===== src/hw/rtl/spe_pkg.sv =====
// Shared constants and types for the sparse polynomial evaluator.
package spe_pkg;

  localparam int MAX_TERMS = 64;
  localparam int EXP_BITS  = 16;

  // Stored exponent width: only the low EXP_BITS bits of the 16-bit field are kept
  localparam int EXP_W = (EXP_BITS < 16) ? EXP_BITS : 16;
  localparam int IDX_W = (MAX_TERMS > 1) ? $clog2(MAX_TERMS) : 1;
  localparam int CNT_W = $clog2(MAX_TERMS + 1);

  localparam logic [CNT_W-1:0] MAX_COUNT = CNT_W'(MAX_TERMS);

  localparam logic MODE_LOAD = 1'b0;
  localparam logic MODE_EVAL = 1'b1;

  typedef logic [31:0] word_t;

  typedef struct packed {
    word_t            coef;
    logic [EXP_W-1:0] expo;
  } term_t;

endpackage


===== src/hw/rtl/spe_if.sv =====
// Command and result channel interfaces for the sparse polynomial evaluator.
interface spe_cmd_if;
  logic               valid;
  logic               ready;
  logic               mode;
  logic               first_term;
  logic signed [31:0] term_coefficient;
  logic        [15:0] term_exponent;
  logic signed [31:0] x_value;

  modport source (
    output valid, mode, first_term, term_coefficient, term_exponent, x_value,
    input  ready
  );
  modport sink (
    input  valid, mode, first_term, term_coefficient, term_exponent, x_value,
    output ready
  );
endinterface

interface spe_res_if;
  logic               valid;
  logic               ready;
  logic signed [31:0] poly_value;
  logic               terms_dropped;

  modport source (
    output valid, poly_value, terms_dropped,
    input  ready
  );
  modport sink (
    input  valid, poly_value, terms_dropped,
    output ready
  );
endinterface


===== src/hw/rtl/spe_term_mem.sv =====
// Term table: one write port, one registered read port.
module spe_term_mem
  import spe_pkg::*;
(
  input  logic             clk,
  input  logic             wr_en,
  input  logic [IDX_W-1:0] wr_addr,
  input  term_t            wr_data,
  input  logic [IDX_W-1:0] rd_addr,
  output term_t            rd_data
);

  term_t mem [MAX_TERMS];

  always_ff @(posedge clk) begin
    if (wr_en) begin
      mem[wr_addr] <= wr_data;
    end
    rd_data <= mem[rd_addr];
  end

endmodule


===== src/hw/rtl/sparse_polynomial_evaluator.sv =====
// Top level of the sparse polynomial evaluator: sequencer, shared multiplier, result register.
//
// Load beats (mode 0) append one (coefficient, exponent) term to a 64-entry table;
// first_term restarts the table and clears the drop flag, and a load into a full table
// is discarded and sets terms_dropped until the next first_term. An evaluate beat
// (mode 1) returns sum(coef * x^exp) modulo 2^32. Cmd ready is low for the whole
// evaluation. One 32x32 multiplier, low half only, is shared by the power and coefficient
// multiply steps. Per stored term the sequencer fetches the term (read, then setup), then
// for each set exponent bit multiplies into the power and for each bit position below the
// highest set bit squares, sees the exponent run out, and finishes with the coefficient
// multiply and the sum. With an empty table it goes straight to its finishing state; the
// result shows up in the cycle after the finishing cycle. A stalled result holds the
// sequencer in its finishing state only while an older result is still waiting.
// The result waits in an output register and the next command beat may be taken meanwhile.
module sparse_polynomial_evaluator
  import spe_pkg::*;
(
  input  logic     clk,
  input  logic     rst,
  spe_cmd_if.sink  cmd,
  spe_res_if.source res
);

  typedef enum logic [6:0] {
    S_IDLE  = 7'b0000001,
    S_READ  = 7'b0000010,
    S_SETUP = 7'b0000100,
    S_POW   = 7'b0001000,
    S_COEF  = 7'b0010000,
    S_SUM   = 7'b0100000,
    S_DONE  = 7'b1000000
  } state_t;

  state_t           state;
  logic [CNT_W-1:0] term_count;
  logic             overflow_seen;
  logic [IDX_W-1:0] idx;
  word_t            x_hold;
  word_t            coef;
  logic [EXP_W-1:0] e;
  word_t            acc;
  word_t            sq;
  word_t            sum;
  logic             out_valid;
  word_t            out_value;
  logic             out_dropped;

  logic             cmd_take;
  logic             load_take;
  logic             table_full;
  logic             wr_en;
  logic [IDX_W-1:0] wr_addr;
  term_t            wr_data;
  term_t            rd_data;
  logic             last_term;
  logic             out_free;

  word_t            mul_a;
  word_t            mul_b;
  word_t            mul_p;

  assign cmd.ready = (state == S_IDLE);
  assign cmd_take  = cmd.valid && cmd.ready;
  assign load_take = cmd_take && (cmd.mode == MODE_LOAD);

  assign table_full = (term_count >= MAX_COUNT);

  // Store the term unless the table is full; first_term always stores at the bottom
  assign wr_en        = load_take && (cmd.first_term || !table_full);
  assign wr_addr      = cmd.first_term ? '0 : term_count[IDX_W-1:0];
  assign wr_data.coef = word_t'(cmd.term_coefficient);
  assign wr_data.expo = cmd.term_exponent[EXP_W-1:0];

  spe_term_mem u_term_mem (
    .clk     (clk),
    .wr_en   (wr_en),
    .wr_addr (wr_addr),
    .wr_data (wr_data),
    .rd_addr (idx),
    .rd_data (rd_data)
  );

  assign last_term = (CNT_W'(idx) + CNT_W'(1)) == term_count;
  assign out_free  = !out_valid || res.ready;

  // Shared multiplier: pick operands by step, keep the low 32 bits
  always_comb begin
    mul_a = sq;
    mul_b = sq;
    if (state == S_COEF) begin
      mul_a = coef;
      mul_b = acc;
    end else if (e[0]) begin
      mul_a = acc;
      mul_b = sq;
    end
  end

  assign mul_p = 32'(mul_a * mul_b);

  // Table bookkeeping
  always_ff @(posedge clk) begin
    if (rst) begin
      term_count    <= '0;
      overflow_seen <= 1'b0;
    end else if (load_take) begin
      if (cmd.first_term) begin
        term_count    <= CNT_W'(1);
        overflow_seen <= 1'b0;
      end else if (table_full) begin
        overflow_seen <= 1'b1;
      end else begin
        term_count <= term_count + CNT_W'(1);
      end
    end
  end

  // Sequencer
  always_ff @(posedge clk) begin
    if (rst) begin
      state <= S_IDLE;
    end else begin
      unique case (state)
        S_IDLE: begin
          if (cmd_take && cmd.mode == MODE_EVAL) begin
            state <= (term_count == '0) ? S_DONE : S_READ;
          end
        end
        S_READ:  state <= S_SETUP;
        S_SETUP: state <= S_POW;
        S_POW: begin
          if (e == '0) begin
            state <= S_COEF;
          end
        end
        S_COEF: state <= S_SUM;
        S_SUM:  state <= last_term ? S_DONE : S_READ;
        S_DONE: begin
          if (out_free) begin
            state <= S_IDLE;
          end
        end
        default: state <= S_IDLE;
      endcase
    end
  end

  // Datapath registers
  always_ff @(posedge clk) begin
    unique case (state)
      S_IDLE: begin
        x_hold <= word_t'(cmd.x_value);
        idx    <= '0;
        sum    <= '0;
      end
      S_SETUP: begin
        coef <= rd_data.coef;
        e    <= rd_data.expo;
        acc  <= 32'd1;
        sq   <= x_hold;
      end
      S_POW: begin
        // Fold in the current power for a set bit, else square and advance
        if (e[0]) begin
          acc <= mul_p;
          e   <= e & ~EXP_W'(1);
        end else if (e != '0) begin
          sq <= mul_p;
          e  <= e >> 1;
        end
      end
      S_COEF: acc <= mul_p;
      S_SUM: begin
        sum <= sum + acc;
        idx <= idx + IDX_W'(1);
      end
      default: begin
      end
    endcase
  end

  // Result register
  always_ff @(posedge clk) begin
    if (rst) begin
      out_valid <= 1'b0;
    end else if (state == S_DONE && out_free) begin
      out_valid <= 1'b1;
    end else if (res.ready) begin
      out_valid <= 1'b0;
    end
  end

  always_ff @(posedge clk) begin
    if (state == S_DONE && out_free) begin
      out_value   <= sum;
      out_dropped <= overflow_seen;
    end
  end

  assign res.valid         = out_valid;
  assign res.poly_value    = $signed(out_value);
  assign res.terms_dropped = out_dropped;

  a_state_onehot: assert property (@(posedge clk) disable iff (rst) $onehot(state))
    else $error("sequencer state is not one-hot");

  a_count_bound: assert property (@(posedge clk) disable iff (rst)
    term_count <= MAX_COUNT)
    else $error("term count above table size");

  a_eval_leaves_idle: assert property (@(posedge clk) disable iff (rst)
    (cmd.valid && cmd.ready && cmd.mode == MODE_EVAL) |=> state != S_IDLE)
    else $error("evaluate beat did not start the sequencer");

  a_result_from_done: assert property (@(posedge clk) disable iff (rst)
    $rose(out_valid) |-> $past(state == S_DONE))
    else $error("result appeared without a finished evaluation");

endmodule

===== src/flat_wrapper.sv =====
// flat-port wrapper written by rule: the top's interface ports become plain ports
module sparse_polynomial_evaluator_flat import spe_pkg::*;
  (clk, rst, cmd_valid, cmd_mode, cmd_first_term, cmd_term_coefficient, cmd_term_exponent, cmd_x_value, cmd_ready, res_valid, res_poly_value, res_terms_dropped, res_ready);
  spe_cmd_if cmd_i ();
  spe_res_if res_i ();
  input  logic clk;
  input  logic rst;
  input wire logic [$bits(cmd_i.valid)-1:0] cmd_valid;
  input wire logic [$bits(cmd_i.mode)-1:0] cmd_mode;
  input wire logic [$bits(cmd_i.first_term)-1:0] cmd_first_term;
  input wire logic [$bits(cmd_i.term_coefficient)-1:0] cmd_term_coefficient;
  input wire logic [$bits(cmd_i.term_exponent)-1:0] cmd_term_exponent;
  input wire logic [$bits(cmd_i.x_value)-1:0] cmd_x_value;
  output wire logic [$bits(cmd_i.ready)-1:0] cmd_ready;
  output wire logic [$bits(res_i.valid)-1:0] res_valid;
  output wire logic [$bits(res_i.poly_value)-1:0] res_poly_value;
  output wire logic [$bits(res_i.terms_dropped)-1:0] res_terms_dropped;
  input wire logic [$bits(res_i.ready)-1:0] res_ready;
  assign cmd_i.valid = cmd_valid;
  assign cmd_i.mode = cmd_mode;
  assign cmd_i.first_term = cmd_first_term;
  assign cmd_i.term_coefficient = cmd_term_coefficient;
  assign cmd_i.term_exponent = cmd_term_exponent;
  assign cmd_i.x_value = cmd_x_value;
  assign cmd_ready = cmd_i.ready;
  assign res_valid = res_i.valid;
  assign res_poly_value = res_i.poly_value;
  assign res_terms_dropped = res_i.terms_dropped;
  assign res_i.ready = res_ready;
  sparse_polynomial_evaluator u_core (.clk(clk), .rst(rst), .cmd(cmd_i), .res(res_i));
endmodule

===== config.mk =====
export PLATFORM = sky130hd
export DESIGN_NAME = sparse_polynomial_evaluator_flat
export DESIGN_NICKNAME = d
export VERILOG_FILES = /design/src/hw/rtl/spe_pkg.sv /design/src/hw/rtl/spe_if.sv /design/src/hw/rtl/spe_term_mem.sv /design/src/hw/rtl/sparse_polynomial_evaluator.sv /design/src/flat_wrapper.sv
export SDC_FILE = /design/constraint.sdc
export NUM_CORES = 2
export LEC_CHECK = 0
export ABC_AREA = 1
export ABC_CLOCK_PERIOD_IN_PS = 12900
export BUFFER_PORTS_ARGS = -buffer_cell sky130_fd_sc_hd__buf_2
export CAP_MARGIN = 20
export CORE_ASPECT_RATIO = 1.5
export CORE_MARGIN = 8
export CORE_UTILIZATION = 25
export DETAILED_ROUTE_END_ITERATION = 7
export PLACE_DENSITY = 0.4
export SYNTH_ARGS = -nofsm -noshare
export SYNTH_HDL_FRONTEND = slang
export SYNTH_SLANG_ARGS = --single-unit

===== constraint.sdc =====
create_clock -name clk -period 12.9 [get_ports clk]
set_clock_uncertainty 0.2 [all_clocks]
set_input_delay 2.58 -clock clk [delete_from_list [all_inputs] [get_ports clk]]
set_output_delay 2.58 -clock clk [all_outputs]
set_load 0.02 [all_outputs]

==> out/results.txt <==
Worst Reg-to-Reg Cells = 28
Worst-Margin Slew = 1.17 ns
Synth Register Bits = 3351
Post-layout nets = 12.2k
Crit path launch = u_core.state[1]$_SDFFE_PP0P_
CTS tree = yes
Initial Util = 25.1%
CP bufs+invs = 4
Pre-antenna DRT Iters = 8
Io pins = 121
Root Driver = clkbuf_16
Critical Path End Type = flop
Final hold viol count = 0
Max cap viols = 0
Endpoint, Worst Hold = u_core.coef[7]$_DFFE_PP_
Family with the most delay on the worst path = adder cells
Power per cell area = 178 mW/mm²
Vias in the first global route = 97.5k
Seq/Total Area, Yosys = 68.1%
Die area = 0.612 mm²
Initial antenna violation count = 56
RSZ-0062 raised after global routing = no
CTS buffer count = 334
# hold bufs at CTS = 0
Fmax = 102 MHz
Post-synth EDFFs = 3287
Fin. max-slew vios = 0
CP max stage cell = buf_4
Asr flop ratio synth = 0%
Die height = 954 µm
Kind of critical path = flop to flop
Fillers = 59.7k
Cell Area, Synth = 0.147 mm²
Number of I/O port buffers = 120
Worst Path Max Fanout = 54
Placed insts = 19.0k
Drt drc = 0
Synth Instances = 11.5k
Setup bufs post-CTS = 0
Pleak = 56.1 nW
Final global-route overflow total = 0
Die X-Extent = 642 µm
Vias = 97.4k
Synthesized Nets = 12.2k
Hold Startpoint = u_core.u_term_mem.rd_data[23]$_DFF_P_
Antenna Nets Post-Route = 0
Worst VDD drop = 0.204 mV
Final setup viols = 0
PostCTS Resize Cnt = 0
Via density = 4.97
Wire per inst = 29.0 µm
Area growth syn-to-layout = 14.7%
Post-DP HPWL = 320000 µm
Clock latency on the worst-skew pair = 0.99 ns
FP Rows = 344
Critical Path RT = 13.41 ns
Max H-tree Level = 5
Critical path startpoint category = flop
Final Wtd Congestion = 0.892
Clock buffer depth = 4
Worst R2R Start = u_core.state[1]$_SDFFE_PP0P_
Yosys warning total = 0
Hold crit path type = flop to flop
Slew HR = 21.9%
CP most frequent cell = fa_1
DP Area = 0.157 mm²
1st-iter DRT viols = 8326
Period utilization = 76.3%
Final Cell Area = 0.168 mm²
CTS Sinks = 3351
Worst Hold Depth = 0
GR Util All Layers = 17.9%
Clock-pin transition on the worst setup and hold timing paths = 0.07 ns
Delay of the slowest critical-path stage = 0.68 ns
Crit path DAT = 10.35 ns
Fin Setup TNS = 0 ns
Main synth FF type = edfxtp_1
Fin cells = 19.6k
Layout cells sized above 1 = 8.90%
Final min period = 9.84 ns
Synth Area per Inst = 12.7 µm²
Reg-to-reg endpoint = u_core.sq[30]$_DFFE_PP_
First-pass GRT wire length = 785000 µm
Internal reg-to-reg setup slack = 3.06 ns
Largest net degree at the start of global routing = 184
Drt total wl = 569000 µm
Yosys cell types = 52
Core area = 0.585 mm²
Status = finished, final reports clean
## routing by layer
| layer | GRT usage [%] | share of wire, % |
|---|---|---|
| met5 | 0 | 0.017 |
| met4 | 7.03 | 4.6 |
| met3 | 1.89 | 4.3 |
| met2 | 32.6 | 51 |
| met1 | 21.5 | 40 |
## cell families (layout without fill, tap and decap cells)
logic type | after synthesis | count (layout) | share of synthesized area (%)
AO/OA/AOI/OAI | 2634 | 2634 | 11.2
AND/OR/NAND/NOR | 3533 | 3533 | 9.84
XOR/XNOR | 48 | 48 | 0.286
buffers and inverters | 1388 | 1667 | 3.66
other | 0 | 19 | 0
flip-flops | 3351 | 3351 | 68.1
adder cells (fa/ha/maj) | 566 | 566 | 6.92
## worst register-to-register path: cells and delay by family (launching register included)
family	cells	cell delay, ns
fa+ha+maj	9	4.55
xor+xnor	1	0.20
flops	1	0.34
simple gates	8	1.30
compound gates	6	1.73
buf+inv	4	1.25
## power by group
group	internal [W]	switching (W)
combinational	0.00195	0.00574
clock	0.00551	0.00440
sequential	0.0122	0.000173
total	0.0197	0.0103
## how the worst max path moves through the flow
stage	end	slack, ns	cells after the start
2_1_floorplan	u_core.u_term_mem.mem[59][0]$_DFFE_PP_	3.70	9
3_3_place_gp	u_core.sq[30]$_DFFE_PP_	3.12	30
3_5_place_dp	u_core.sq[30]$_DFFE_PP_	3.08	30
4_1_cts	u_core.sq[30]$_DFFE_PP_	3.05	30
5_1_grt	u_core.sq[30]$_DFFE_PP_	2.37	30
6_report	u_core.sq[30]$_DFFE_PP_	3.06	28
## cell usage in the layout, fill, tap and decap left out, types with 8 or more instances in the layout
cell | synthesis | routed
edfxtp_1 | 3287 | 3287
o21ai_4 | 8 | 8
clkbuf_1 | 675 | 78
a32o_1 | 11 | 11
nand3b_1 | 15 | 15
nand3_1 | 720 | 720
o21ai_1 | 23 | 21
fa_1 | 409 | 409
o21ai_0 | 1651 | 1650
clkinv_2 | 0 | 60
inv_16 | 0 | 8
o221ai_1 | 766 | 766
a21boi_0 | 8 | 8
nand2_2 | 21 | 23
nor2_4 | 0 | 59
nand4_1 | 19 | 19
buf_4 | 2 | 263
o21a_1 | 15 | 15
nand2_1 | 705 | 703
nor3_1 | 15 | 13
clkbuf_8 | 0 | 18
xor2_1 | 23 | 23
xnor2_1 | 25 | 25
o21ai_2 | 20 | 23
clkinv_1 | 15 | 72
buf_2 | 9 | 120
inv_1 | 601 | 599
nor2_1 | 2010 | 1950
nor4_1 | 17 | 11
a21oi_1 | 96 | 96
bufinv_16 | 0 | 26
ha_1 | 157 | 157
diode_2 | 0 | 19
buf_12 | 4 | 37
clkbuf_16 | 0 | 341
inv_2 | 13 | 11
dfxtp_1 | 64 | 64
## through the flow
step / setup WS, ns / hold WS, ns / total power, W / util (%)
global placement: 3.12 / 0.189 / 0.0204 / 26.8
global route: 2.37 / 0.207 / 0.0313 / 28.8
floorplan: 3.70 / 0.186 / 0.0171 / -
CTS: 3.05 / 0.204 / 0.0303 / 28.7
detailed placement: 3.08 / 0.189 / 0.0204 / 26.9
finish: 3.06 / 0.202 / 0.0300 / 28.8
## registers in the layout (all words and copies together) (netlist names)
signal,flops
u_core.u_term_mem.mem,3072
u_core.u_term_mem.rd_data,48
u_core.acc,32
u_core.coef,32
u_core.res.poly_value,32
u_core.sq,32
u_core.sum,32
u_core.x_hold,32
u_core.e,16
u_core.state,7
u_core.term_count,7
u_core.idx,6
u_core.overflow_seen,1
u_core.res.terms_dropped,1
u_core.res.valid,1
## layout make-up
cell class | instances | area (µm²) | area share [%]
Inverter | 629 | 2400 | 1.43
Clock inverter | 177 | 1740 | 1.03
Antenna cell | 19 | 47.5 | 0.0282
Timing Repair Buffer | 424 | 3410 | 2.03
Multi-Input combinational cell | 6781 | 42000 | 24.9
Clock buffer | 437 | 9070 | 5.39
Tap cell | 7785 | 9740 | 5.79
Sequential cell | 3351 | 100000 | 59.4
## synthesized netlist by cell type (3+ instances only)
master | number | area, µm²
clkbuf_1 | 675 | 2530
xnor2_1 | 25 | 219
or2_2 | 3 | 18.8
a22o_1 | 4 | 35.0
nand2_1 | 705 | 2650
o211ai_1 | 4 | 30.0
nand2_4 | 3 | 33.8
nand3_1 | 720 | 3600
edfxtp_1 | 3287 | 98700
o21ai_2 | 20 | 175
o22ai_1 | 6 | 37.5
o21a_1 | 15 | 113
nand4_1 | 19 | 119
ha_1 | 157 | 1960
dfxtp_1 | 64 | 1280
inv_2 | 13 | 48.8
o21ai_0 | 1651 | 8260
nor2_1 | 2010 | 7540
nor4_1 | 17 | 106
buf_12 | 4 | 80.1
a32o_1 | 11 | 110
o221ai_1 | 766 | 6710
o21ai_4 | 8 | 130
o21bai_1 | 3 | 22.5
nand3b_1 | 15 | 113
a21boi_0 | 8 | 60.1
o21ai_1 | 23 | 115
a21oi_1 | 96 | 480
clkinv_1 | 15 | 56.3
fa_1 | 409 | 8190
inv_1 | 601 | 2260
o31ai_1 | 3 | 22.5
buf_6 | 7 | 78.8
buf_1 | 60 | 225
a31oi_1 | 7 | 43.8
xor2_1 | 23 | 201
nor3_1 | 15 | 75.1
buf_2 | 9 | 45.0
nand2_2 | 21 | 131
(Power assumes the default switching activity.)
